## config.mk

```make
export PLATFORM = sky130hd
export DESIGN_NAME = vnt_delay
export DESIGN_NICKNAME = d
export VERILOG_FILES = /design/src/design/vnt_delay.sv
export SDC_FILE = /design/constraint.sdc
export NUM_CORES = 1
export LEC_CHECK = 0
export ABC_CLOCK_PERIOD_IN_PS = 800
export BUFFER_PORTS_ARGS = -buffer_cell sky130_fd_sc_hd__buf_2
export CAP_MARGIN = 20
export CORE_MARGIN = 2
export CORE_UTILIZATION = 45
export CTS_CLUSTER_DIAMETER = 80
export CTS_CLUSTER_SIZE = 10
export DETAILED_ROUTE_END_ITERATION = 6
export PLACE_DENSITY = 0.71
export REMOVE_ABC_BUFFERS = 1
export SLEW_MARGIN = 0
export SYNTH_ARGS = -nofsm -noshare
export SYNTH_HDL_FRONTEND = slang
export SYNTH_SLANG_ARGS = --single-unit
```

## constraint.sdc

```tcl
create_clock -name clk_i -period 0.8 [get_ports clk_i]
set_input_delay 0.04 -clock clk_i [delete_from_list [all_inputs] [get_ports clk_i]]
set_output_delay 0.04 -clock clk_i [all_outputs]
set_load 0.1 [all_outputs]
```

## src/design/vnt_delay.sv

```systemverilog
module vnt_delay #(
  parameter int WIDTH = 8,
  parameter int DEPTH = 4
) (
  input  logic             clk_i,
  input  logic [WIDTH-1:0] data_i,
  output logic [WIDTH-1:0] data_o
);

  logic [WIDTH-1:0] line_q [DEPTH];

  // Shift the payload one place per cycle
  always_ff @(posedge clk_i) begin
    line_q[0] <= data_i;
    for (int i = 1; i < DEPTH; i++) begin
      line_q[i] <= line_q[i-1];
    end
  end

  assign data_o = line_q[DEPTH-1];

endmodule

```

=== After elaboration in Yosys (flattened, before gate mapping) ===
Memory sizes are Yosys's and may differ from the RTL's.
Cells that the tools add are included.

* Add/sub/neg operators: 0
* Multiply operators: 0
* Divide/modulo/power cells: 0
* $lt $le $gt $ge: 0
* Eq/ne operators: 0
* Shifts and indexed selects: 0
* Mux-type cells: 0
* Bitwise logic cells: 0
* Reductions and logical operators: 0

* Register bits after elaboration: 0
* Bits in latches: 0
* Bits in writable memories: 32
* Memory bits (read-only): 0
* Input bits: 9
* Output and inout port bits: 8
* Memories: 1

{| class="wikitable"
|+ Memories
! name !! depth !! width !! rd ports !! clocked after Yosys merged registers in !! write ports !! RTL line !! text
|-
| line_q || 4 || 8 || 4 || 0 || 4 || 10 || <nowiki>logic [WIDTH-1:0] line_q [DEPTH];</nowiki>
|}

=== Longest topological paths before layout ===
Gate-level depths: netlist of run 1.

* Word-level depth: 0
* Gate-level depth with buffers: 0

=== Least setup slack after synthesis of run 1 ===
No wires, ideal clock.

* Path kind: reg2out
* From: memory line_q[3][0]
* To: output data_o[0]
* Data arrival time: 0.909 ns
* Required time: 0.760 ns
* Slack: -0.149 ns
* Cell stages (with the launch flop): 1
* Path buffers: 0
* Cell sequence: dfxtp_1

{| class="wikitable"
|+ RTL lines
! what !! RTL line !! text
|-
| start: declaration || 10 ||
|-
| end: declaration || 7 || <nowiki>output logic [WIDTH-1:0] data_o</nowiki>
|}

==> results of run 1 <==
## stage by stage
stage               area [um2]  total power, mW  TNS, ns
finish                     996             2.77   -0.490
global route               996             2.89   -0.758
CTS                        996             2.79   -0.612
detailed placement         860             2.01        0
global placement           860             2.00        0
floorplan                  641             1.88    -1.19
## kinds of logic after synthesis
| logic type | synth area share |
|---|---|
| DFF | 1.00 |
## power by group
part           internal, mW  switching, mW  total [mW]
Combinational         0.119          0.173       0.291
Sequential             1.68         0.0300        1.71
Clock                 0.323          0.441       0.764
## placed cells by master (no fill, tap or decap)
| cell | count |
|---|---|
| buf_12 | 8 |
| buf_2 | 8 |
| clkbuf_1 | 1 |
| clkbuf_4 | 5 |
| clkinv_2 | 1 |
| dfxtp_1 | 24 |
| dfxtp_2 | 8 |
| dlygate4sd3_1 | 8 |
## Yosys cell counts
| cell | instances | area (um2) |
|---|---|---|
| dfxtp_1 | 32 | 641 |
## cell type report
cell class | instances | area (um2)
sequential | 32 | 651
fill | 74 | 322
timing repair buffer | 24 | 280
clock buffer | 6 | 41.3
tap | 15 | 18.8
clock inverter | 1 | 5.00
## per-layer routing
layer / routed length, um / vias up / share of wire / track usage
li1: - / 158 / - / -
met4: 33 / 0 / 0.044 / 0.135
met2: 430 / 15 / 0.57 / 0.197
met3: 48 / 4 / 0.064 / 0.0652
met1: 242 / 132 / 0.32 / 0.0710
met5: 0 / - / 0 / 0
## worst max-delay path by stage
stage | slack [ns] | endpoint | cells past startpoint
floorplan | -0.15 | data_o[0] | 0
global placement | 0.25 | data_o[7] | 1
detailed placement | 0.24 | data_o[1] | 1
CTS | -0.08 | data_o[7] | 1
global route | -0.10 | data_o[1] | 1
finish | -0.06 | data_o[5] | 1
## timing repair
| item | 4_1_cts | 5_1_grt |
|---|---|---|
| gates resized for setup | 8 | 0 |
| hold buffers | 8 | 0 |
| endpoints found under the setup margin | 8 | 8 |
| hold endpoints to repair | 8 | 0 |
==> out/summary.txt, run 1 <==
cells after synthesis: 32
Worst Tran Pin Value: 0.0854 ns
area occupied by multi-input gates: 0 um2
Multi-In Gates: 0
initial core utilization: 0.486
Worst Clk Skew: 0.00859 ns
Layout Nets: 72
Place WS: 0.236 ns
width of the die: 41.7 um
clock root buffer: clkbuf_4
initial DRC count: 0
synth warn: 0
critical path class: flop to primary output
Num CTS Buffers: 5
ANT nets after route: 0
Post-Synthesis Cell Area: 641 um2
CP Max Fanout: 1
CP max-delay cell: dfxtp_2
largest net degree at the start of global routing: 10
Detailed Route WL: 754 um
placed cell count: 63
launch point of the worst reg-to-reg path: line_q[0][3]
Via Count: 309
Ports: 17
hold depth: 0
Max clock buf depth: 2
Worst-Skew Late Latency: 0.31 ns
Arr. time, crit path: 0.82 ns
syn avg cell area: 20.0 um2
Most flops, register: line_q
worst path required time: 0.76 ns
Worst Path Buf+Inv: 1
DRT Pass-1 Iters: 1
Worst Setup SP: line_q[3][5]
startpoint types: flop
Post-CTS Setup Bufs: 0
Reg-to-Reg End: line_q[1][3]
Area Overhead vs Synth: 55.5%
max-slew violations: 0
Crit path max-delay family: flip-flops
Final Cycle Share: 1.08
Largest register FFs: 32
violated checks: negative setup slack
Reg2Reg Setup Slack: 0.38 ns
Die Ht: 41.7 um
RSZ-0062 raised after global routing: yes
Endpoint, Worst Hold: line_q[3][0]
Synth Register Bits: 32
port bufs: 16
drt via density: 3.96
DR DRC count: 0
worst hold slack: 0.325 ns
clk slew on worst S/H paths: 0.08 ns
final setup fails: 8
Rel. slew slack: 0.943
number of global-route vias before repair: 341
Setup WS post-layout: -0.0640 ns
Setup crit end kind: primary output
total track usage: 0.114
Final Hold Viols: 0
worst hold start: line_q[2][0]
non-filler cells, final: 78
hold crit path type: flop to flop
Static Leak: 0.438 nW
pwr dens: 2780 nW/um2
die area: 1740 um2
Rows: 13
Largest stage delay, worst path: 0.35 ns
WL per Instance: 9.67 um
routability congestion estimate: 0.545
crit-path cells: buf_12
minimum clock period: 0.864 ns
H-tree levels: 2
gr ovfl total: 0
initial antenna violation count: 0
Seq/Total Area, Yosys: 1.00
CTS tree: yes
outcome: finished with violations
core area: 1320 um2
Yosys cell types: 1
final core occ: 0.756
max cap viols: 0
cell count of the worst reg-to-reg path: 0
Peak VDD IR: 2240 uV
global-route wire length before repair: 1250 um
# diodes: 0
CTS sink count: 32
biggest regs: line_q: 32 flops
maximum clock frequency: 1.16 GHz
layout cell share with drive strength beyond 1: 0.476
Power figures use the tool's default switching activity.
==> run 2, diff against run 1 <==
ABC_CLOCK_PERIOD_IN_PS = default   (was 800)
BUFFER_PORTS_ARGS = -buffer_cell sky130_fd_sc_hd__buf_4   (was -buffer_cell sky130_fd_sc_hd__buf_2)
MAX_ROUTING_LAYER = met4   (was default)
==> run 2 against run 1 <==
- the flow still finishes with violations (negative setup slack)
- hold slack lost 0.0042 ns
- final area is 5.4% higher
- setup slack worse by 0.021 ns
- fmax down 2.3%
- critical path depth stayed put
- core utilization up 4.1 points
- via count decreased by 4.5%
- die area did not move
- combinational power is 4% higher
- clock-buffer cell count down 1
- wire length decreased by 8.8%
- critical path type unchanged
- largest power group unchanged
- highest routed layer unchanged
==> out/summary.txt, run 2 (synthesis gave the netlist of run 1 again) <==
outcome: finished with violations (unchanged)
violated checks: negative setup slack (unchanged)
CP max-delay cell: dfxtp_2 (unchanged)
Placed Area: 779 um2 (was 860 um2)
ANT nets after route: 0 (unchanged)
placed cell count: 63 (unchanged)
Rel. slew slack: 0.935 (was 0.943)
biggest regs: line_q: 32 flops (unchanged)
global-route wire length before repair: 1240 um (was 1250 um)
launch point of the worst reg-to-reg path: line_q[2][5] (was line_q[0][3])
worst hold start: line_q[2][0] (unchanged)
Worst Clk Skew: 0.00744 ns (was 0.00859 ns)
Area Overhead vs Synth: 63.9% (was 55.5%)
Ports: 17 (unchanged)
total track usage: 0.116 (was 0.114)
routability congestion estimate: 0.550 (was 0.545)
FILL cells: 71 (was 74)
initial DRC count: 4 (was 0)
DR DRC count: 0 (unchanged)
Reg area: 651 um2 (unchanged)
clock root buffer: clkbuf_4 (unchanged)
Via Count: 295 (was 309)
critical path class: flop to primary output (unchanged)
gr ovfl total: 0 (unchanged)
area occupied by multi-input gates: 0 um2 (unchanged)
most common cell after layout, fill and taps aside: dfxtp_1 (unchanged)
WL per Instance: 8.71 um (was 9.67 um)
Setup crit end kind: primary output (unchanged)
port bufs: 16 (unchanged)
Multi-In Gates: 0 (unchanged)
Worst Setup SP: line_q[3][6] (was line_q[3][5])
Final Cycle Share: 1.11 (was 1.08)
CTS tree: yes (unchanged)
Reg-to-Reg End: line_q[3][5] (was line_q[1][3])
Most flops, register: line_q (unchanged)
maximum clock frequency: 1.13 GHz (was 1.16 GHz)
hold crit path type: flop to flop (unchanged)
post-route design area: 1050 um2 (was 996 um2)
worst hold slack: 0.321 ns (was 0.325 ns)
crit-path cells: buf_12 (unchanged)
max-slew violations: 0 (unchanged)
commonest cells after routing, fill and taps aside: 24 x dfxtp_1, 8 x dlygate4sd3_1, 8 x buf_4, 8 x dfxtp_2, 8 x buf_12 (was 24 x dfxtp_1, 8 x dlygate4sd3_1, 8 x buf_2, 8 x dfxtp_2, 8 x buf_12)
# diodes: 0 (unchanged)
Worst Path Buf+Inv: 1 (unchanged)
Critical path destination: data_o[6] (was data_o[5])
number of global-route vias before repair: 300 (was 341)
max cap viols: 0 (unchanged)
pwr dens: 3020 nW/um2 (was 2780 nW/um2)
Layout Nets: 72 (unchanged)
Num CTS Buffers: 5 (unchanged)
H-tree levels: 2 (unchanged)
worst path required time: 0.76 ns (about the same)
die area: 1740 um2 (unchanged)
Reg2Reg Setup Slack: 0.39 ns (was 0.38 ns)
Worst-Skew Late Latency: 0.32 ns (was 0.31 ns)
minimum clock period: 0.885 ns (was 0.864 ns)
CP Max Fanout: 1 (unchanged)
Crit path depth: 1 (unchanged)
Setup WS post-layout: -0.0847 ns (was -0.0640 ns)
Detailed Route WL: 688 um (was 754 um)
Rows: 13 (unchanged)
initial core utilization: 0.486 (unchanged)
CTS sink count: 32 (unchanged)
Final Hold Viols: 0 (unchanged)
startpoint types: flop (unchanged)
Max clock buf depth: 2 (unchanged)
Static Leak: 0.458 nW (was 0.438 nW)
Peak VDD IR: 1800 uV (was 2240 uV)
Arr. time, crit path: 0.84 ns (was 0.82 ns)
largest net degree at the start of global routing: 12 (was 10)
layout cell share with drive strength beyond 1: 0.500 (was 0.476)
DRT Pass-1 Iters: 2 (was 1)
Worst Tran Pin Value: 0.0980 ns (was 0.0854 ns)
initial antenna violation count: 0 (unchanged)
clk slew on worst S/H paths: 0.10 ns (was 0.08 ns)
Largest stage delay, worst path: 0.35 ns (about the same)
Die Ht: 41.7 um (unchanged)
non-filler cells, final: 79 (was 78)
width of the die: 41.7 um (unchanged)
cell count of the worst reg-to-reg path: 0 (unchanged)
drt via density: 3.73 (was 3.96)
core area: 1320 um2 (unchanged)
Crit path max-delay family: flip-flops (unchanged)
final setup fails: 8 (unchanged)
RSZ-0062 raised after global routing: yes (unchanged)
Largest register FFs: 32 (unchanged)
run 2: area by class of cell:
| class | count | share of cell area |
|---|---|---|
| repair buffers | 24 | 0.286 |
| flip-flops and latches | 32 | 0.620 |
| clock inverters | 3 | 0.0405 |
| well taps | 15 | 0.0179 |
| clock buffers | 5 | 0.0358 |
run 2: what timing repair did:
| item | in CTS | in global routing |
|---|---|---|
| gates resized for setup | 32 | 0 |
| pin swaps | 0 | 0 |
| hold endpoints to repair | 8 | 0 |
| buffers inserted | 0 | 0 |
| setup endpoints to repair | 8 | 8 |
| hold buffers | 8 | 0 |
run 2: power by group:
part,internal [mW],total (mW),switching (mW)
combinational,0.129,0.303,0.173
sequential,1.68,1.71,0.0286
clock,0.651,1.15,0.503
run 2: worst min path at each step:
stage                               to  slack (ns)  cells after the start
after floorplan           line_q[0][0]        0.07                      0
final                     line_q[3][0]        0.32                      0
after global placement    line_q[0][0]        0.14                      1
after detailed placement  line_q[0][5]        0.15                      1
after CTS                 line_q[3][0]        0.32                      0
after global routing      line_q[3][1]        0.34                      0
run 2: layer usage:
metal / vias up / share of wire / global-route usage
met1: 115 / 0.41 / 0.105
met3: 6 / 0.087 / 0.0652
met4: 0 / 0.067 / 0.155
met2: 16 / 0.43 / 0.147
met5: - / 0 / -
li1: 158 / - / -
run 2: metrics by stage:
| stage | setup WS, ns | setup TNS, ns | power, mW | util |
|---|---|---|---|---|
| 5_1_grt | -0.131 | -0.923 | 3.31 | 0.797 |
| 3_3_place_gp | 0.196 | 0 | 1.95 | 0.592 |
| 4_1_cts | -0.104 | -0.798 | 3.21 | 0.797 |
| 3_5_place_dp | 0.186 | 0 | 1.95 | 0.592 |
| 2_1_floorplan | -0.149 | -1.19 | 1.88 | - |
| 6_report | -0.0847 | -0.615 | 3.17 | 0.797 |
==> run 3, diff against run 2 <==
ABC_AREA = 1   (was default)
RECOVER_POWER = 100   (was default)
==> run 3 against run 2 <==
- the run still ends with negative setup slack left
- die area unchanged
- wire length shrank 1.5%
- non-clock buffer count unchanged
- fmax is essentially flat
- clock skew about the same
- critical path type unchanged
- critical path depth unchanged
- global-route usage stayed put
- sequential share of layout area unchanged
- core utilization stayed put
- sequential power is essentially flat
- clock power hardly changed
- clock-buffer cell count did not move
==> out/summary.txt, run 3 (synthesis gave the netlist of run 1 again) <==
Crit path max-delay family: flip-flops (unchanged)
gr ovfl total: 0 (unchanged)
Peak VDD IR: 1800 uV (about the same)
crit-path cells: buf_12 (unchanged)
launch point of the worst reg-to-reg path: line_q[2][5] (unchanged)
Die Ht: 41.7 um (unchanged)
CP Max Fanout: 1 (unchanged)
hold crit path type: flop to flop (unchanged)
Static Leak: 0.457 nW (was 0.458 nW)
worst path required time: 0.76 ns (about the same)
Largest stage delay, worst path: 0.35 ns (about the same)
Multi-In Gates: 0 (unchanged)
Critical path destination: data_o[6] (unchanged)
Most flops, register: line_q (unchanged)
Reg2Reg Setup Slack: 0.39 ns (about the same)
Max clock buf depth: 2 (unchanged)
Worst Path Buf+Inv: 1 (unchanged)
Setup WS post-layout: -0.0847 ns (about the same)
initial DRC count: 4 (unchanged)
global-route wire length before repair: 1240 um (unchanged)
RSZ-0062 raised after global routing: yes (unchanged)
routability congestion estimate: 0.550 (unchanged)
largest net degree at the start of global routing: 12 (unchanged)
Worst Setup SP: line_q[3][6] (unchanged)
number of global-route vias before repair: 300 (unchanged)
minimum clock period: 0.885 ns (about the same)
critical path class: flop to primary output (unchanged)
biggest regs: line_q: 32 flops (unchanged)
commonest cells after routing, fill and taps aside: 24 x dfxtp_1, 13 x clkbuf_4, 8 x dlygate4sd3_1, 8 x dfxtp_2, 8 x buf_12 (was 24 x dfxtp_1, 8 x dlygate4sd3_1, 8 x buf_4, 8 x dfxtp_2, 8 x buf_12)
Layout Nets: 72 (unchanged)
initial antenna violation count: 0 (unchanged)
post-route design area: 1050 um2 (unchanged)
# diodes: 0 (unchanged)
Final Cycle Share: 1.11 (about the same)
Num CTS Buffers: 5 (unchanged)
Worst Clk Skew: 0.00791 ns (was 0.00744 ns)
core area: 1320 um2 (unchanged)
Rows: 13 (unchanged)
die area: 1740 um2 (unchanged)
CP max-delay cell: dfxtp_2 (unchanged)
Placed Area: 779 um2 (unchanged)
Place WS: 0.186 ns (unchanged)
clock root buffer: clkbuf_4 (unchanged)
most common cell after layout, fill and taps aside: dfxtp_1 (unchanged)
H-tree levels: 2 (unchanged)
Area Overhead vs Synth: 63.9% (unchanged)
initial core utilization: 0.486 (unchanged)
Reg-to-Reg End: line_q[3][5] (unchanged)
Flop pwr share: 0.541 (was 0.540)
Worst-Skew Late Latency: 0.32 ns (about the same)
Arr. time, crit path: 0.84 ns (about the same)
width of the die: 41.7 um (unchanged)
CTS tree: yes (unchanged)
startpoint types: flop (unchanged)
total track usage: 0.116 (unchanged)
cell count of the worst reg-to-reg path: 0 (unchanged)
Final Hold Viols: 0 (unchanged)
clock power share: 0.364 (about the same)
internal power: 2.46 mW (about the same)
Crit path depth: 1 (unchanged)
NetSw: 0.703 mW (was 0.704 mW)
Via Count: 295 (unchanged)
CTS sink count: 32 (unchanged)
port bufs: 16 (unchanged)
maximum clock frequency: 1.13 GHz (about the same)
DR DRC count: 0 (unchanged)
layout cell share with drive strength beyond 1: 0.500 (unchanged)
Worst Tran Pin Value: 0.0980 ns (unchanged)
violated checks: negative setup slack (unchanged)
drt via density: 3.73 (unchanged)
WL per Instance: 8.58 um (was 8.71 um)
max cap viols: 0 (unchanged)
pwr dens: 3010 nW/um2 (was 3020 nW/um2)
combinational power share: 0.095 (was 0.096)
Net Sw Frac: 0.222 (about the same)
Rel. slew slack: 0.935 (unchanged)
Largest register FFs: 32 (unchanged)
max-slew violations: 0 (unchanged)
area occupied by multi-input gates: 0 um2 (unchanged)
Setup crit end kind: primary output (unchanged)
DRT Pass-1 Iters: 2 (unchanged)
Ports: 17 (unchanged)
Detailed Route WL: 678 um (was 688 um)
clk slew on worst S/H paths: 0.10 ns (about the same)
final setup fails: 8 (unchanged)
outcome: finished with violations (unchanged)
ANT nets after route: 0 (unchanged)
==> run 3: cell count changes in the layout (fill, tap and decap cells not counted) <==
cell,previous run,this run
buf_4,8,0
clkbuf_4,5,13
==> run 3: worst min path at each step <==
stage | start | to | depth (start not counted)
2_1_floorplan | data_i[0] | line_q[0][0] | 0
3_3_place_gp | data_i[0] | line_q[0][0] | 1
3_5_place_dp | data_i[5] | line_q[0][5] | 1
4_1_cts | line_q[2][0] | line_q[3][0] | 0
5_1_grt | line_q[2][1] | line_q[3][1] | 0
6_report | line_q[2][0] | line_q[3][0] | 0
==> run 3: final cells by class <==
class | count | area, um2
tap | 15 | 18.8
timing repair buffer | 24 | 300
sequential | 32 | 651
fill | 71 | 268
clock buffer | 5 | 37.5
clock inverter | 3 | 42.5
==> run 3: power groups by stage <==
| stage | logic [mW] | clock network [mW] | registers (mW) |
|---|---|---|---|
| after floorplan | 0 | 0 | 1.88 |
| after global placement | 0.217 | 0 | 1.73 |
| after detailed placement | 0.218 | 0 | 1.73 |
| after CTS | 0.303 | 1.20 | 1.71 |
| after global routing | 0.308 | 1.28 | 1.72 |
| final | 0.300 | 1.15 | 1.71 |
==> run 3: layer usage <==
metal | wire [um] | GRT usage | vias to the layer above
met1 | 274 | 0.105 | 115
li1 | - | - | 158
met3 | 60 | 0.0652 | 6
met5 | 0 | - | -
met2 | 295 | 0.147 | 16
met4 | 46 | 0.155 | 0
==> run 3: repair_timing <==
action | CTS | global route
hold buffers | 8 | 0
cloned | 0 | 0
hold endpoints to repair | 8 | 0
setup buffers | 0 | 0
gates resized for setup | 32 | 0
pin swaps | 0 | 0
endpoints found under the setup margin | 8 | 8
==> run 3: per-stage QoR <==
step	setup TNS, ns	utilization	power [mW]	hold WS, ns	cells
2_1_floorplan	-1.19	-	1.88	0.0677	32
3_3_place_gp	0	0.592	1.95	0.144	63
3_5_place_dp	0	0.592	1.95	0.146	63
4_1_cts	-0.798	0.797	3.21	0.322	79
5_1_grt	-0.923	0.797	3.31	0.338	79
6_report	-0.615	0.797	3.16	0.320	79
